[src/hw/rtl/gsu_pkg.sv]
package gsu_pkg;

  // default geometry
  localparam int COORD_BITS = 24;
  localparam int DIR_BITS   = 32;

  // datapath operations
  typedef enum logic [2:0] {
    OP_NOP,
    OP_LOAD,
    OP_DOT,
    OP_CROSS,
    OP_NORM
  } dp_op_t;

  // wide operand source
  typedef enum logic [1:0] {
    U_DIR,
    U_T1,
    U_T2,
    U_NAR
  } usrc_t;

  // narrow vector select
  typedef enum logic [2:0] {
    N_P,
    N_AB,
    N_AC,
    N_AD,
    N_AO
  } nsel_t;

  // wide result destination
  typedef enum logic {
    D_T1,
    D_T2
  } dst_t;

  // simplex point moves
  typedef enum logic [2:0] {
    P_KEEP,
    P_SEED,
    P_PUSH,
    P_S1C,
    P_CD,
    P_DB,
    P_CB
  } perm_t;

  // result status codes
  localparam logic [1:0] ST_SEARCH = 2'd0;
  localparam logic [1:0] ST_HIT    = 2'd1;
  localparam logic [1:0] ST_MISS   = 2'd2;

  typedef struct packed {
    logic   go;
    dp_op_t op;
    usrc_t  usrc;
    nsel_t  un;
    nsel_t  vn;
    logic   neg;
    dst_t   dst;
    perm_t  perm;
  } dp_cmd_t;

  typedef struct packed {
    logic done;
    logic flag;
  } dp_sts_t;

endpackage

[src/hw/rtl/gsu_ctrl.sv]
module gsu_ctrl (
  input  logic             clk,
  input  logic             rst_n,
  input  logic             in_fire,
  input  logic             in_kind,
  input  logic             slot_free,
  input  gsu_pkg::dp_sts_t sts,
  output gsu_pkg::dp_cmd_t cmd,
  output logic             idle,
  output logic             fin,
  output logic [1:0]       status,
  output logic [2:0]       size
);

  typedef enum logic [27:0] {
    S_IDLE  = 28'h0000001,
    S_SEED  = 28'h0000002,
    S_NXDOT = 28'h0000004,
    S_PUSH  = 28'h0000008,
    S_LNDOT = 28'h0000010,
    S_LNC1  = 28'h0000020,
    S_LNC2  = 28'h0000040,
    S_LNAO  = 28'h0000080,
    S_TRABC = 28'h0000100,
    S_TRC1  = 28'h0000200,
    S_TRD1  = 28'h0000400,
    S_TRD2  = 28'h0000800,
    S_TRPAC = 28'h0001000,
    S_TRC3  = 28'h0002000,
    S_TRD3  = 28'h0004000,
    S_TRD4  = 28'h0008000,
    S_TRUP  = 28'h0010000,
    S_TRDN  = 28'h0020000,
    S_TEC1  = 28'h0040000,
    S_TED1  = 28'h0080000,
    S_TEC2  = 28'h0100000,
    S_TED2  = 28'h0200000,
    S_TEP2  = 28'h0400000,
    S_TEC3  = 28'h0800000,
    S_TED3  = 28'h1000000,
    S_TEP3  = 28'h2000000,
    S_NORM  = 28'h4000000,
    S_FIN   = 28'h8000000
  } state_t;

  state_t     state_r, state_nxt;
  logic       pend_r, pend_nxt;
  logic [2:0] cnt_r, cnt_nxt;
  logic [1:0] stat_r, stat_nxt;
  logic [2:0] n_push;

  assign idle   = (state_r == S_IDLE);
  assign fin    = (state_r == S_FIN);
  assign status = stat_r;
  assign size   = cnt_r;
  assign n_push = (cnt_r >= 3'd4) ? 3'd4 : cnt_r + 3'd1;

  // command for the current step
  always_comb begin
    cmd.go   = !pend_r && (state_r != S_IDLE) && (state_r != S_FIN);
    cmd.op   = gsu_pkg::OP_NOP;
    cmd.usrc = gsu_pkg::U_NAR;
    cmd.un   = gsu_pkg::N_AB;
    cmd.vn   = gsu_pkg::N_AO;
    cmd.neg  = 1'b0;
    cmd.dst  = gsu_pkg::D_T1;
    cmd.perm = gsu_pkg::P_KEEP;
    case (state_r)
      S_SEED: begin
        cmd.op = gsu_pkg::OP_LOAD; cmd.un = gsu_pkg::N_P; cmd.neg = 1'b1;
        cmd.perm = gsu_pkg::P_SEED;
      end
      S_NXDOT: begin
        cmd.op = gsu_pkg::OP_DOT; cmd.usrc = gsu_pkg::U_DIR; cmd.vn = gsu_pkg::N_P;
      end
      S_PUSH:  cmd.perm = gsu_pkg::P_PUSH;
      S_LNDOT: cmd.op = gsu_pkg::OP_DOT;
      S_LNC1: begin
        cmd.op = gsu_pkg::OP_CROSS; cmd.dst = gsu_pkg::D_T2;
      end
      S_LNC2: begin
        cmd.op = gsu_pkg::OP_CROSS; cmd.usrc = gsu_pkg::U_T2; cmd.vn = gsu_pkg::N_AB;
      end
      S_LNAO: begin
        cmd.op = gsu_pkg::OP_LOAD; cmd.un = gsu_pkg::N_AO;
      end
      S_TRABC, S_TEC1: begin
        cmd.op = gsu_pkg::OP_CROSS; cmd.vn = gsu_pkg::N_AC; cmd.dst = gsu_pkg::D_T2;
      end
      S_TRC1: begin
        cmd.op = gsu_pkg::OP_CROSS; cmd.usrc = gsu_pkg::U_T2; cmd.vn = gsu_pkg::N_AC;
      end
      S_TRD1, S_TRD3: begin
        cmd.op = gsu_pkg::OP_DOT; cmd.usrc = gsu_pkg::U_T1;
      end
      S_TRD2: begin
        cmd.op = gsu_pkg::OP_DOT; cmd.un = gsu_pkg::N_AC;
      end
      S_TRPAC: cmd.perm = gsu_pkg::P_S1C;
      S_TRC3: begin
        cmd.op = gsu_pkg::OP_CROSS; cmd.usrc = gsu_pkg::U_T2; cmd.vn = gsu_pkg::N_AB;
        cmd.neg = 1'b1;
      end
      S_TRD4, S_TED1, S_TED2, S_TED3: begin
        cmd.op = gsu_pkg::OP_DOT; cmd.usrc = gsu_pkg::U_T2;
      end
      S_TRUP: begin
        cmd.op = gsu_pkg::OP_LOAD; cmd.usrc = gsu_pkg::U_T2;
      end
      S_TRDN: begin
        cmd.op = gsu_pkg::OP_LOAD; cmd.usrc = gsu_pkg::U_T2; cmd.neg = 1'b1;
        cmd.perm = gsu_pkg::P_CB;
      end
      S_TEC2: begin
        cmd.op = gsu_pkg::OP_CROSS; cmd.un = gsu_pkg::N_AC; cmd.vn = gsu_pkg::N_AD;
        cmd.dst = gsu_pkg::D_T2;
      end
      S_TEP2:  cmd.perm = gsu_pkg::P_CD;
      S_TEC3: begin
        cmd.op = gsu_pkg::OP_CROSS; cmd.un = gsu_pkg::N_AD; cmd.vn = gsu_pkg::N_AB;
        cmd.dst = gsu_pkg::D_T2;
      end
      S_TEP3:  cmd.perm = gsu_pkg::P_DB;
      S_NORM:  cmd.op = gsu_pkg::OP_NORM;
      default: ;
    endcase
  end

  // step sequencing on datapath completion
  always_comb begin
    state_nxt = state_r;
    cnt_nxt   = cnt_r;
    stat_nxt  = stat_r;
    pend_nxt  = pend_r;
    if (cmd.go) pend_nxt = 1'b1;
    if (sts.done) pend_nxt = 1'b0;
    case (state_r)
      S_IDLE: begin
        if (in_fire) begin
          stat_nxt  = gsu_pkg::ST_SEARCH;
          state_nxt = in_kind ? S_NXDOT : S_SEED;
        end
      end
      S_FIN: begin
        if (slot_free) state_nxt = S_IDLE;
      end
      default: begin
        if (sts.done) begin
          case (state_r)
            S_SEED: begin cnt_nxt = 3'd1; state_nxt = S_NORM; end
            S_NXDOT: begin
              if (sts.flag) state_nxt = S_PUSH;
              else begin stat_nxt = gsu_pkg::ST_MISS; state_nxt = S_FIN; end
            end
            S_PUSH: begin
              cnt_nxt = n_push;
              case (n_push)
                3'd2:    state_nxt = S_LNDOT;
                3'd3:    state_nxt = S_TRABC;
                default: state_nxt = S_TEC1;
              endcase
            end
            S_LNDOT: state_nxt = sts.flag ? S_LNC1 : S_LNAO;
            S_LNC1:  state_nxt = S_LNC2;
            S_LNC2:  state_nxt = S_NORM;
            S_LNAO:  begin cnt_nxt = 3'd1; state_nxt = S_NORM; end
            S_TRABC: state_nxt = S_TRC1;
            S_TRC1:  state_nxt = S_TRD1;
            S_TRD1:  state_nxt = sts.flag ? S_TRD2 : S_TRC3;
            S_TRD2: begin
              if (sts.flag) state_nxt = S_TRPAC;
              else begin cnt_nxt = 3'd2; state_nxt = S_LNDOT; end
            end
            S_TRPAC: begin cnt_nxt = 3'd2; state_nxt = S_LNDOT; end
            S_TRC3:  state_nxt = S_TRD3;
            S_TRD3: begin
              if (sts.flag) begin cnt_nxt = 3'd2; state_nxt = S_LNDOT; end
              else state_nxt = S_TRD4;
            end
            S_TRD4:  state_nxt = sts.flag ? S_TRUP : S_TRDN;
            S_TRUP:  state_nxt = S_NORM;
            S_TRDN:  state_nxt = S_NORM;
            S_TEC1:  state_nxt = S_TED1;
            S_TED1: begin
              if (sts.flag) begin cnt_nxt = 3'd3; state_nxt = S_TRABC; end
              else state_nxt = S_TEC2;
            end
            S_TEC2:  state_nxt = S_TED2;
            S_TED2:  state_nxt = sts.flag ? S_TEP2 : S_TEC3;
            S_TEP2:  begin cnt_nxt = 3'd3; state_nxt = S_TRABC; end
            S_TEC3:  state_nxt = S_TED3;
            S_TED3: begin
              if (sts.flag) state_nxt = S_TEP3;
              else begin stat_nxt = gsu_pkg::ST_HIT; state_nxt = S_FIN; end
            end
            S_TEP3:  begin cnt_nxt = 3'd3; state_nxt = S_TRABC; end
            S_NORM:  state_nxt = S_FIN;
            default: state_nxt = S_IDLE;
          endcase
        end
      end
    endcase
  end

  always_ff @(posedge clk) begin
    if (!rst_n) begin
      state_r <= S_IDLE;
      pend_r  <= 1'b0;
      cnt_r   <= 3'd0;
      stat_r  <= gsu_pkg::ST_SEARCH;
    end else begin
      state_r <= state_nxt;
      pend_r  <= pend_nxt;
      cnt_r   <= cnt_nxt;
      stat_r  <= stat_nxt;
    end
  end

endmodule

[config.mk]
export PLATFORM = sky130hd
export DESIGN_NAME = gsu_ctrl
export DESIGN_NICKNAME = d
export VERILOG_FILES = /design/src/hw/rtl/gsu_pkg.sv /design/src/hw/rtl/gsu_ctrl.sv
export SDC_FILE = /design/constraint.sdc
export NUM_CORES = 1
export LEC_CHECK = 0
export BUFFER_PORTS_ARGS = -buffer_cell sky130_fd_sc_hd__buf_2
export CORE_MARGIN = 2
export CORE_UTILIZATION = 50
export DETAILED_ROUTE_END_ITERATION = 6
export GPL_ROUTABILITY_DRIVEN = 0
export GPL_TIMING_DRIVEN = 0
export PLACE_DENSITY = 0.71
export SETUP_SLACK_MARGIN = 0.15
export SLEW_MARGIN = 15
export SYNTH_ARGS = -nofsm -noshare
export SYNTH_HDL_FRONTEND = slang
export SYNTH_SLANG_ARGS = --single-unit
export TNS_END_PERCENT = 30
[constraint.sdc]
create_clock -name clk -period 4.7 [get_ports clk]
set_input_delay 0 -clock clk [delete_from_list [all_inputs] [get_ports clk]]
set_output_delay 0 -clock clk [all_outputs]
set_load 0.02 [all_outputs]
==> flow_metrics.tcl <==
set metrics [dict create \
    clock_power_share_pct 21.0 \
    switching_share_pct 46.6 \
    max_freq_ghz 0.335 \
    period_minus_slack_ns 2.98 \
    coreArea_um2 4440 \
    grt_use_total_pct 27.9 \
    synth_top_area_share_pct 28.9 \
    dieWidth_um 72.6 \
    drtIter0Drc 216 \
    status "complete, no violations" \
    grt_pass1_vias 2229 \
    synth-seq-cells 34 \
    comb_power_share_pct 52.7 \
    die_area_um2 5270 \
    grt_pass1_wl_um 11200 \
    powerDensity_nw_per_um2 485 \
    path_clk_slew_ns 0.07 \
    synth_edf_count 0 \
    drive_gt1_share_pct 23.5 \
    worstPathMaxFanout 10 \
    ys_warn_count 0 \
    tightest_slew_ns 0.627 \
    num-nets-final 349 \
    hold_viol 0 \
    yosysSeqAreaShare_pct 28.9 \
    tns_ns 0 \
    setup_viol 0 \
    path_cells "nor4_2, nand4_2, buf_2, nor3_1, a41oi_1, nand3_1, nor4_1, o31ai_1, buf_2" \
    met1_length_um 3170 \
    internal-power_uw 701 \
    wl_per_cell_um 17.5 \
    area_growth_pct 14.9 \
    drc 0 \
    seq_power_share_pct 26.3 \
    route.met2.wl_um 3180 \
    stdcell_count 393 \
    die_h_um 72.6 \
    report.final.slew_viol_count 0 \
    viasPerCell 6.13 \
    yosysTopAreaCell "dfxtp_1" \
    cts_tree "done" \
    clock_path_buffers 2 \
    ys_types 55 \
    slowest_stage "nor3_1" \
    vdd_drop_max_mv 0.243 \
    drv_cap 0 \
    p_leak_uw 0.00110 \
    num_rows 24 \
    routed.top_layer "met4" \
    endpoint_kind "output port" \
    synth_area_um2 2350 \
    critPathLaunchType "flip-flop" \
    fillers 426 \
    vias 2409 \
    antenna_found_initial 0 \
    clock_sinks 34 \
    synth_top_flop_cell "dfxtp_1" \
    cts_inserted_buffers 5 \
    crit_arrival_ns 2.98 \
    synthArstFlopShare_pct 0 \
    min_path_type "in2reg" \
    grt_setup_unrepaired "false" \
    syn_nets 309 \
    drt_wl_total_um 6900 \
    skew_ns 0.00895 \
    cts_root_buf "clkbuf_8" \
    crit_type "reg2out" \
    synthTopCellsByCount "nand2_1 (44), dfxtp_1 (34), a21oi_1 (30), nor2_1 (27)" \
    ant_nets 0 \
    worstSkewPairLatency_ns 0.31 \
    post_cts_buffers 0 \
    syn_inst 300 \
    hpwlAfterDp_um 5220 \
    synth_most_common_cell "nand2_1" \
    period_share_pct 63.5 \
    crit_path_frequent_cell "buf_2" \
    wl_met3_um 348 \
    first_pass_iters 4 \
    switchingPower_uw 611 \
    io_buffers 30 \
    max_stage_delay_ns 0.55 \
    antenna_cells 0 \
    grt-ovfl-total 0 \
    grt_start_max_net_pins 11 \
    slew_headroom_pct 57.8 \
    avgSynthCellArea_um2 7.85 \
    dp_cells 382 \
    cts.htree.levels 2 \
    start_util_pct 53.0 \
    io_pins 31 \
    synth_area_leaders "dfxtp_1 (29%), nand2_1 (7.0%), a21oi_1 (6.4%)" \
    cp.required_ns 4.70 \
]
==> state kept, by name (all words and copies together) (netlist names) <==
name,cells
state_r,28
pend_r,1
status,2
size,3
==> final cells by class <==
class | count | area (um^2) | share of cell area, %
multi-input combinational | 244 | 1570 | 57.9
inverter | 9 | 33.8 | 1.25
clock inverter | 1 | 30.0 | 1.11
sequential | 34 | 681 | 25.2
timing repair buffer | 33 | 180 | 6.66
buffer | 13 | 73.8 | 2.73
clock buffer | 7 | 76.3 | 2.82
tap | 52 | 65.1 | 2.40
==> final timing paths <==
path,from,to,slack [ns],cells after the start
min reg2reg,state_r[24]$_SDFFE_PN0P_,state_r[24]$_SDFFE_PN0P_,0.51,2
max reg2reg,state_r[16]$_SDFFE_PN0P_,state_r[0]$_SDFFE_PN1P_,1.88,8
max,state_r[16]$_SDFFE_PN0P_,cmd[14],1.72,9
min,in_fire,status[1]$_SDFFE_PN0P_,0.11,4
==> power by group through the flow <==
| stage | combinational (uW) | sequential [uW] | clock [uW] |
|---|---|---|---|
| floorplan | 501 | 344 | 0 |
| global placement | 669 | 350 | 0 |
| detailed placement | 672 | 350 | 0 |
| CTS | 676 | 344 | 280 |
| global route | 735 | 349 | 289 |
| finish | 691 | 345 | 275 |
==> cell usage in the layout, fill, tap and decap left out, types with 4 or more instances in the layout <==
cell type	n
a21oi_1	30
xor2_1	4
clkbuf_1	6
nor3_1	15
nor4_4	4
nand3b_1	6
nand4_1	5
nor4_2	4
nor2_1	27
nand2_1	44
buf_2	35
nor4b_1	8
inv_1	8
or4b_2	8
nor3_2	6
dfxtp_1	34
clkbuf_8	5
or3_1	12
nand3_1	15
==> metrics by stage <==
step	instance area (um^2)	worst slack, ns	hold slack [ns]	util (%)	total power [uW]
2_1_floorplan	2350	2.33	0.0793	-	845
3_3_place_gp	2570	2.00	0.248	57.8	1020
3_5_place_dp	2570	2.01	0.259	57.8	1020
4_1_cts	2710	1.80	0.0925	60.9	1300
5_1_grt	2710	1.51	0.126	60.9	1370
6_report	2710	1.72	0.110	60.9	1310
==> metal layers <==
metal,up-vias,track usage [%]
met5,-,0
met2,62,43.8
met4,0,13.2
met3,17,5.11
li1,1189,-
met1,1141,37.0
==> worst max-delay path: cells and delay by family (launching register included) <==
family	cells	cell delay, ns
compound gates	2	0.25
buf+inv	2	0.45
simple gates	5	1.59
flops	1	0.37
==> cell families (layout without fill, tap and decap cells) <==
| kind of cell | after synthesis | count (layout) | share of synthesized area [%] |
|---|---|---|---|
| XOR/XNOR | 5 | 5 | 1.86 |
| AO/OA/AOI/OAI | 52 | 52 | 14.2 |
| flip-flops | 34 | 34 | 28.9 |
| adder cells (fa/ha/maj) | 2 | 2 | 1.06 |
| AND/OR/NAND/NOR | 185 | 185 | 49.4 |
| buffers and inverters | 22 | 63 | 4.57 |
==> repair_timing <==
action | CTS | global route
endpoints found under the hold margin | 4 | 0
hold buffers | 3 | 0
resized for setup | 0 | 0
Power figures use the tool's default switching activity.
